==> config.mk <==
export PLATFORM = sky130hd
export DESIGN_NAME = deadband_proportional_control_top
export DESIGN_NICKNAME = d
export VERILOG_FILES = /design/src/design/dpc_pkg.sv /design/src/design/deadband_proportional_control_top.sv
export SDC_FILE = /design/constraint.sdc
export NUM_CORES = 1
export LEC_CHECK = 0
export ABC_AREA = 1
export BUFFER_PORTS_ARGS = -buffer_cell sky130_fd_sc_hd__buf_2
export CORE_MARGIN = 2
export CORE_UTILIZATION = 55
export CTS_CLUSTER_SIZE = 14
export DETAILED_ROUTE_END_ITERATION = 10
export HOLD_SLACK_MARGIN = 0.15
export MAX_ROUTING_LAYER = met4
export PLACE_DENSITY = 0.69
export REMOVE_ABC_BUFFERS = 1
export SLEW_MARGIN = 20
export SYNTH_ARGS = -nofsm -noshare
export SYNTH_HDL_FRONTEND = slang
export SYNTH_SLANG_ARGS = --single-unit
==> constraint.sdc <==
create_clock -name aclk -period 19.5 [get_ports aclk]
set_clock_uncertainty 0.05 [all_clocks]
set_input_delay 1.95 -clock aclk [delete_from_list [all_inputs] [get_ports aclk]]
set_output_delay 1.95 -clock aclk [all_outputs]
set_load 0.1 [all_outputs]
==> src/design/dpc_pkg.sv <==
// Shared types, widths and reset values for the deadband proportional controller.
package dpc_pkg;

    localparam int unsigned ValueWidth    = 24;
    localparam int unsigned ErrorWidth    = 25;
    localparam int unsigned DeadbandWidth = 23;
    localparam int unsigned GainWidth     = 16;
    localparam int unsigned DriveWidth    = 16;
    localparam int unsigned ClampWidth    = 15;
    localparam int unsigned CountWidth    = 16;
    localparam int unsigned ProdWidth     = ValueWidth + GainWidth;
    localparam int unsigned ProdShift     = 10;
    localparam int unsigned ScaledWidth   = ProdWidth - ProdShift;
    localparam int unsigned CfgAddrWidth  = 3;
    localparam int unsigned CfgDataWidth  = 23;
    localparam int unsigned InDataWidth   = 48;
    localparam int unsigned OutDataWidth  = 24;

    localparam logic [DeadbandWidth-1:0]   DeadbandReset    = 23'd256;
    localparam logic [GainWidth-1:0]       GainReset        = 16'd1311;
    localparam logic [ClampWidth-1:0]      MaxPositiveReset = 15'd16384;
    localparam logic signed [DriveWidth-1:0] MaxNegativeReset = -16'sd16384;
    localparam logic [ClampWidth-1:0]      MinPositiveReset = 15'd0;
    localparam logic signed [DriveWidth-1:0] MinNegativeReset = 16'sd0;
    localparam logic [CountWidth-1:0]      SettleTicksReset = 16'd10;

    typedef enum logic [CfgAddrWidth-1:0] {
        CFG_ERROR_DEADBAND = 3'd0,
        CFG_LOOP_GAIN      = 3'd1,
        CFG_MAX_POSITIVE   = 3'd2,
        CFG_MAX_NEGATIVE   = 3'd3,
        CFG_MIN_POSITIVE   = 3'd4,
        CFG_MIN_NEGATIVE   = 3'd5,
        CFG_SETTLE_TICKS   = 3'd6
    } cfg_index_t;

endpackage

==> src/design/deadband_proportional_control_top.sv <==
// Top level of the deadband proportional controller: two-register pipeline.
// A word accepted into the input register goes through one pass of logic into the result
// register, which holds it on m_tdata until the sink takes it.
// Throughput: one word per cycle; both registers advance whenever the result register
// is empty or handing its word on, so only m_tready stalls the pipe (two words held).
// Reset (aresetn, synchronous, active low) empties the pipe, clears the settle
// counter and the done flag, and loads every configuration register with its default.
module deadband_proportional_control_top (
    input  logic        aclk,
    input  logic        aresetn,
    // configuration write port
    input  logic        cfg_wr_en,
    input  logic [dpc_pkg::CfgAddrWidth-1:0] cfg_addr,
    input  logic [dpc_pkg::CfgDataWidth-1:0] cfg_wdata,
    // input stream
    input  logic        s_tvalid,
    output logic        s_tready,
    input  logic [dpc_pkg::InDataWidth-1:0]  s_tdata,  // [23:0] measured, [47:24] target
    // result stream
    output logic        m_tvalid,
    input  logic        m_tready,
    output logic [dpc_pkg::OutDataWidth-1:0] m_tdata   // [15:0] drive, [16] settled, rest 0
);

    // ------------------------------------------------------------------
    // Configuration registers
    // ------------------------------------------------------------------
    logic [dpc_pkg::DeadbandWidth-1:0]      deadband_reg;
    logic [dpc_pkg::GainWidth-1:0]          gain_reg;
    logic [dpc_pkg::ClampWidth-1:0]         max_pos_reg;
    logic signed [dpc_pkg::DriveWidth-1:0]  max_neg_reg;
    logic [dpc_pkg::ClampWidth-1:0]         min_pos_reg;
    logic signed [dpc_pkg::DriveWidth-1:0]  min_neg_reg;
    logic [dpc_pkg::CountWidth-1:0]         settle_ticks_reg;

    always_ff @(posedge aclk) begin
        if (!aresetn) begin
            deadband_reg     <= dpc_pkg::DeadbandReset;
            gain_reg         <= dpc_pkg::GainReset;
            max_pos_reg      <= dpc_pkg::MaxPositiveReset;
            max_neg_reg      <= dpc_pkg::MaxNegativeReset;
            min_pos_reg      <= dpc_pkg::MinPositiveReset;
            min_neg_reg      <= dpc_pkg::MinNegativeReset;
            settle_ticks_reg <= dpc_pkg::SettleTicksReset;
        end else if (cfg_wr_en) begin
            // Indexes past the list fall through and are dropped.
            unique case (dpc_pkg::cfg_index_t'(cfg_addr))
                dpc_pkg::CFG_ERROR_DEADBAND: deadband_reg <= cfg_wdata;
                dpc_pkg::CFG_LOOP_GAIN:      gain_reg     <= cfg_wdata[dpc_pkg::GainWidth-1:0];
                dpc_pkg::CFG_MAX_POSITIVE:   max_pos_reg  <= cfg_wdata[dpc_pkg::ClampWidth-1:0];
                dpc_pkg::CFG_MAX_NEGATIVE:   max_neg_reg  <= cfg_wdata[dpc_pkg::DriveWidth-1:0];
                dpc_pkg::CFG_MIN_POSITIVE:   min_pos_reg  <= cfg_wdata[dpc_pkg::ClampWidth-1:0];
                dpc_pkg::CFG_MIN_NEGATIVE:   min_neg_reg  <= cfg_wdata[dpc_pkg::DriveWidth-1:0];
                dpc_pkg::CFG_SETTLE_TICKS:
                    settle_ticks_reg <= cfg_wdata[dpc_pkg::CountWidth-1:0];
                default: ;
            endcase
        end
    end

    // ------------------------------------------------------------------
    // Pipeline flow control: a register loads if empty, or if the next is empty or moving
    // ------------------------------------------------------------------
    logic in_valid_reg, out_valid_reg;
    logic out_load, in_load;

    assign out_load = !out_valid_reg || m_tready;
    assign in_load  = !in_valid_reg  || out_load;
    assign s_tready = in_load;

    always_ff @(posedge aclk) begin
        if (!aresetn) begin
            in_valid_reg  <= 1'b0;
            out_valid_reg <= 1'b0;
        end else begin
            if (in_load)  in_valid_reg  <= s_tvalid;
            if (out_load) out_valid_reg <= in_valid_reg;
        end
    end

    // ------------------------------------------------------------------
    // Input register: capture the input word
    // ------------------------------------------------------------------
    logic signed [dpc_pkg::ValueWidth-1:0] meas_reg, targ_reg;

    always_ff @(posedge aclk) begin
        if (in_load) begin
            meas_reg <= s_tdata[dpc_pkg::ValueWidth-1:0];
            targ_reg <= s_tdata[2*dpc_pkg::ValueWidth-1:dpc_pkg::ValueWidth];
        end
    end

    // ------------------------------------------------------------------
    // Error, magnitude, deadband test and the gain product
    // ------------------------------------------------------------------
    logic signed [dpc_pkg::ErrorWidth-1:0] err;
    logic [dpc_pkg::ErrorWidth-1:0]        err_abs;
    logic [dpc_pkg::ValueWidth-1:0]        mag;
    logic                                  outside;
    logic                                  err_neg;
    logic [dpc_pkg::ProdWidth-1:0]         prod;
    logic [dpc_pkg::ScaledWidth-1:0]       scaled;  // Q.14 magnitude, truncated

    always_comb begin
        err     = {targ_reg[dpc_pkg::ValueWidth-1], targ_reg}
                - {meas_reg[dpc_pkg::ValueWidth-1], meas_reg};
        err_neg = err[dpc_pkg::ErrorWidth-1];
        err_abs = err_neg ? (~err + 1'b1) : err;
        // |error| never exceeds 2^24 - 1, so the top bit is always clear
        mag     = err_abs[dpc_pkg::ValueWidth-1:0];
        outside = mag > {1'b0, deadband_reg};
        prod    = {{dpc_pkg::GainWidth{1'b0}}, mag} * {{dpc_pkg::ValueWidth{1'b0}}, gain_reg};
        scaled  = prod[dpc_pkg::ProdWidth-1:dpc_pkg::ProdShift];
    end

    // ------------------------------------------------------------------
    // Saturate, clamp, apply minimum drive, update settle state
    // ------------------------------------------------------------------
    // Compare in 17 bits so the unsigned 15-bit limits and signed 16-bit
    // limits line up with the signed drive.
    logic signed [dpc_pkg::DriveWidth:0] sat;
    logic signed [dpc_pkg::DriveWidth:0] clamped;
    logic signed [dpc_pkg::DriveWidth:0] drive_full;
    logic signed [dpc_pkg::DriveWidth:0] max_pos_ext, max_neg_ext, min_pos_ext, min_neg_ext;
    logic        hi_pos, hi_neg;

    always_comb begin
        max_pos_ext = {2'b00, max_pos_reg};
        min_pos_ext = {2'b00, min_pos_reg};
        max_neg_ext = {max_neg_reg[dpc_pkg::DriveWidth-1], max_neg_reg};
        min_neg_ext = {min_neg_reg[dpc_pkg::DriveWidth-1], min_neg_reg};

        // Magnitude past the 16-bit range on either side
        hi_pos = |scaled[dpc_pkg::ScaledWidth-1:dpc_pkg::DriveWidth-1];
        hi_neg = |scaled[dpc_pkg::ScaledWidth-1:dpc_pkg::DriveWidth]
              || (scaled[dpc_pkg::DriveWidth-1]
                  && |scaled[dpc_pkg::DriveWidth-2:0]);

        if (err_neg) begin
            sat = hi_neg ? -17'sd32768
                         : -$signed({1'b0, scaled[dpc_pkg::DriveWidth-1:0]});
        end else begin
            sat = hi_pos ? 17'sd32767
                         : $signed({2'b00, scaled[dpc_pkg::DriveWidth-2:0]});
        end

        priority if (sat > max_pos_ext) begin
            clamped = max_pos_ext;
        end else if (sat < max_neg_ext) begin
            clamped = max_neg_ext;
        end else begin
            clamped = sat;
        end

        // Raise a nonzero drive to the minimum magnitude; zero stays zero.
        priority if (clamped > 17'sd0 && clamped < min_pos_ext) begin
            drive_full = min_pos_ext;
        end else if (clamped < 17'sd0 && clamped > min_neg_ext) begin
            drive_full = min_neg_ext;
        end else begin
            drive_full = clamped;
        end
    end

    // Settle counter and sticky done flag advance once per word leaving the input register.
    logic [dpc_pkg::CountWidth-1:0] settle_count_reg, settle_count_next;
    logic                           done_reg, done_next;
    logic [dpc_pkg::CountWidth-1:0] count_inc;
    logic                           in_move;

    assign in_move   = in_valid_reg && out_load;
    assign count_inc = settle_count_reg + 1'b1;

    always_comb begin
        settle_count_next = settle_count_reg;
        done_next         = done_reg;
        if (in_move) begin
            if (outside) begin
                settle_count_next = '0;
            end else if (count_inc >= settle_ticks_reg) begin
                settle_count_next = '0;
                done_next         = 1'b1;
            end else begin
                settle_count_next = count_inc;
            end
        end
    end

    always_ff @(posedge aclk) begin
        if (!aresetn) begin
            settle_count_reg <= '0;
            done_reg         <= 1'b0;
        end else begin
            settle_count_reg <= settle_count_next;
            done_reg         <= done_next;
        end
    end

    // Result register: hold while the sink stalls.
    logic signed [dpc_pkg::DriveWidth-1:0] drive_reg;
    logic                                  settled_reg;

    always_ff @(posedge aclk) begin
        if (out_load) begin
            drive_reg   <= outside ? drive_full[dpc_pkg::DriveWidth-1:0] : '0;
            settled_reg <= done_next;
        end
    end

    assign m_tvalid = out_valid_reg;
    assign m_tdata  = {{(dpc_pkg::OutDataWidth-dpc_pkg::DriveWidth-1){1'b0}},
                       settled_reg, drive_reg};

endmodule

# After elaboration in Yosys (flattened, before gate mapping)
# Cells that the tools add are included.
[totals] inputBits=79 reg_bits=201 elab_cells=71 out_inout_bits=26
[classes] eq_ne=6 mux=13 addsub=4 bitwise=2 order_cmp=8 mul=1 reduce_logical=21
[ops] op="$mux 17" count=4
[ops] op="$mux 16" count=3
[ops] op="$mul 24x16->40" count=1
[ops] op="$gt 17x16->1" count=2
[ops] op="$lt 17x16->1" count=2
[ops] op="$mux 15" count=2
[ops] op="$reduce_or 15->1" count=2
[ops] op="$sub 24x24->25" count=1
[ops] op="$add 24x1->24 const B" count=1
[ops] op="$gt 24x23->1" count=1
[ops] op="$mux 24" count=1
[ops] op="$not 24->24" count=1
[ops] op="$gt 17x1->1 const B" count=1
[ops] op="$lt 17x1->1 const B" count=1
[ops] op="$neg 16->17" count=1
[ops] op="$add 16x1->16 const B" count=1
[ops] op="$ge 16x16->1" count=1
[ops] op="$reduce_and 2->1" count=7
[ops] op="$reduce_or 14->1" count=1
[ops] op="$eq 3x3->1 const B" count=3
[ops] op="$eq 3x2->1 const B" count=2
[ops] op="$logic_and 1x1->1" count=4
[ops] op="$eq 3x1->1 const B" count=1
[ops] op="$logic_not 3->1" count=1
[ops] op="other kinds (5)" count=10

# Depth between registers and ports, before layout
[depth] ltp_word=17 mapped_depth=98 ltp_nobuf=95

# Least setup slack after synthesis
# Ideal clock, no wire load.
[synth_path] kind="register -> register" start="reg targ_reg[2] in the netlist's numbering" end="reg drive_reg[2] in the netlist's numbering (data pin)" t_required_ns=19.195 setup_slack_ns=6.203 setup_time_ns=0.255 path_stages_with_launch=93 path_buffers=3 period_less_slack_ns=13.297 t_arrival_ns=12.992 path_cell_list="edfxtp_1 ha_1 a21oi_1 nand2_1 nand2_1 nand2_1 a21oi_1 o21ai_0 a21oi_1 o21bai_1 nand3_1 nand2_1 nand3_1 nand2_1 nand2_1 nand2_1 nand2_1 nand2_1 [57 not listed] ha_1 nand2_1 o21ai_0 a21o_1 a21oi_1 o21bai_1 a21oi_1 o21ai_0 a21oi_1 o311ai_0 mux2_2 nor2_4 inv_4 clkbuf_1 nand2_1 o21ai_0 a21oi_1 nor2_1"
[synth_between] elab_chain_cells=17 word_cells_on_any_way=27 classes_between="add/sub: 3; mul: 1; order compare: 7; mux: 8; bitwise: 1; reduce/logical: 7"
[synth_lines] item="start: declaration" line="deadband_proportional_control_top.sv:84" rtl="logic signed [dpc_pkg::ValueWidth-1:0] meas_reg, targ_reg;"
[synth_lines] item="start signal: assignment" line="deadband_proportional_control_top.sv:89" rtl="targ_reg <= s_tdata[2*dpc_pkg::ValueWidth-1:dpc_pkg::ValueWidth];"
[synth_lines] item="$sub 24x24->25 (*)" line="deadband_proportional_control_top.sv:106" rtl="- {meas_reg[dpc_pkg::ValueWidth-1], meas_reg};"
[synth_lines] item="parallel branches: the longest is 16 deep, another holds $mul 24x16->40"
[synth_lines] item="end signal: assignment" line="deadband_proportional_control_top.sv:205" rtl="drive_reg <= outside ? drive_full[dpc_pkg::DriveWidth-1:0] : '0;"
[synth_lines] item="end: declaration" line="deadband_proportional_control_top.sv:200" rtl="logic signed [dpc_pkg::DriveWidth-1:0] drive_reg;"
# Mark *: on every way between the ends.
# A chain may end at the register's enable or synchronous reset.

# Worst setup path in the final report
[layout_path] start="reg meas_reg[2] in the netlist's numbering" end="reg drive_reg[13] in the netlist's numbering (data pin)"
[layout_between] elab_chain_cells=17 word_cells_on_any_way=27 classes_between="add/sub: 3; mul: 1; order compare: 7; mux: 8; bitwise: 1; reduce/logical: 7"
[layout_lines] item="start: declaration" line="deadband_proportional_control_top.sv:84"
[layout_lines] item="start signal: assignment" line="deadband_proportional_control_top.sv:88" rtl="meas_reg <= s_tdata[dpc_pkg::ValueWidth-1:0];"
[layout_lines] item="$sub 24x24->25 (*)" line="deadband_proportional_control_top.sv:106"
[layout_lines] item="parallel branches: the longest is 16 deep, another holds $mul 24x16->40"
# Marks and branches as above.

==> metrics.yaml <==
status: "complete, no violations"
antenna_found_initial: 2
hold_violations: 0
yosysTopAreaCell: "fa_1"
rr_worst_depth: 88
tritoncts: "done"
vias_per_cell: 5.56
worstMarginPinSlew_ps: 1180
critical_path_class: "reg2reg"
yosysUniqueCellTypes: 58
synth.most_common_cell: "inv_1"
synth_area_mm2: 0.0255
crit_buf_inv: 12
grt_pass1_wl_um: 125000
drtPass1Iterations: 6
crit_slowest_cell: "fa_1"
ys_seq_area_share_pct: 18.4
initial_core_util_pct: 55.9
clkSlewWorstSetupHoldPaths_ps: 60
arrival_ps: 16600
dieArea_mm2: 0.0480
area_delta_synth_final_pct: 6.74
synth.top_cells.by_count: "671 x inv_1, 661 x nand2_1, 324 x nor2_1"
worst-path-stages: 88
yosys-top-cells-area: "fa_1 24%, ha_1 12%, dfxtp_1 11%, inv_1 9.9%, nand2_1 9.7%"
critPathMaxFanout: 28
post_cts_resized: 0
min_path_cells: 2
hold_path_class: "reg2reg"
htree_num_levels: 1
synth_cells: 3355
post_cts_buffers: 0
synthArstFlopShare_pct: 0
fin_nets: 4018
grt_setup_unrepaired: "no"
clock-sinks: 201
postSynthAreaPerCell_um2: 7.59
post-dp-hpwl_um: 63600
grt_overflow: 0
core_mm2: 0.0456
grt_pass1_vias: 22600
dr_total_vias: 22300
cts.path.max_buffers: 3
tns_ps: 0
cts_buffers: 25
num_io_pins: 105
drive_gt1_share_pct: 6.71
max_freq_ghz: 0.0613
layout_min_cycle_time_ps: 16320
hold_buffers: 0
min_from: "done_reg"
min_to: "done_reg"
fin_crit_sh_pct: 83.7
ys_ff_latch: 201
crit_top_cell: "nand2_1"
fp.dieW_um: 219
io_buffer_count: 97
synth_enable_flop_cells: 65
regToRegStartpoint: "meas_reg[2]"
gp_congestion: 1.03
synth_warnings: 0
cp-start-kind: "flip-flop"
crit_path_max_incr_delay_ps: 580
cp.required_ps: 19780
end_kind: "flip-flop"
wirelength_um: 79400
slew_violations: 0
worstSkewPairLatency_ps: 590
root_buffer: "clkbuf_16"
yosys.area.top_type_share_pct: 24.1
die_h_um: 219
cp_top_family: "adder cells"
r2r_end: "drive_reg[13]"
drc_errors: 0
drt_iter0_markers: 2022
grt_usage_pct: 35.2
wl_per_cell_um: 19.8
grt_max_degree: 62
finalSetupViolCount: 0
ys.flop_type: "dfxtp_1"
fp-row-count: 78
r2r_setup_slack_ps: 3180
timing.slew.headroom_pct: 21.4
maxCapViolations: 0
antenna_left: 0
==> cells by family after synthesis <==
logic type	count (synthesis)	share of synthesized area, %
other	1	0.0147
XOR/XNOR	75	2.64
AND/OR/NAND/NOR	1231	20.4
adder cells (fa/ha/maj)	543	35.7
AO/OA/AOI/OAI	506	10.7
flip-flops	201	18.4
multiplexers	1	0.0442
buffers and inverters	797	12.2
==> worst max path at each step <==
stage	from	to	slack, ps
final	meas_reg[2]	drive_reg[13]	3180
after global routing	meas_reg[2]	drive_reg[13]	1760
after CTS	meas_reg[2]	drive_reg[13]	3450
after detailed placement	meas_reg[2]	drive_reg[11]	3520
after global placement	meas_reg[2]	drive_reg[10]	3700
after floorplan	targ_reg[2]	drive_reg[10]	6340
==> routing by layer <==
layer | vias up | global-route usage (%) | routed length [µm]
li1 | 10500 | - | -
met1 | 10800 | 47.2 | 34400
met2 | 885 | 54.3 | 35300
met3 | 175 | 6.08 | 6650
met4 | 0 | 11.7 | 3040
met5 | - | - | 0
==> metrics by stage <==
stage | cells | utilization (%) | hold WS [ps] | area (µm²) | setup WS, ps
final | 4016 | 59.6 | 407 | 27200 | 3180
after global routing | 4015 | 59.6 | 427 | 27200 | 1760
after CTS | 4015 | 59.6 | 411 | 27200 | 3450
after detailed placement | 3969 | 57.8 | 403 | 26400 | 3520
after global placement | 3969 | 57.8 | 397 | 26400 | 3700
after floorplan | 3253 | - | 385 | 25000 | 6340
==> worst reg2reg max path: cells and delay by family (launching register included) <==
family          cells  cell delay, ps
mux                 1             410
fa+ha+maj          10            4360
flops               1             330
xor+xnor            2             520
buf+inv            12            1780
simple gates       39            4330
compound gates     24            4340
==> area by class of cell <==
class	instances	area (µm²)
fillers	4279	18400
multi-input cells	2363	17700
flip-flops and latches	201	4670
inverters	689	2590
well taps	600	751
clock buffers	31	648
repair buffers	116	628
clock inverters	15	171
diodes	1	2.50
==> placed cells by master (no fill, tap or decap), types with 17 or more instances in the layout <==
cell       synthesis  routed
nand2_2           29      29
o21ai_0          173     173
buf_4             12      19
fa_1             306     306
nand3_1          119     118
buf_2              4      97
edfxtp_1          65      65
nand4_1           27      27
xnor2_1           17      17
inv_1            671     670
a21oi_1          253     253
nor2_1           324     324
dfxtp_1          136     136
clkbuf_16          0      25
ha_1             237     237
nand2_1          661     661
xor2_1            56      56
clkinv_1          15      18
nor3_1            18      18
Power is not shown: default switching activity piles up to over one toggle a cycle in this logic, so the estimate is an artifact.
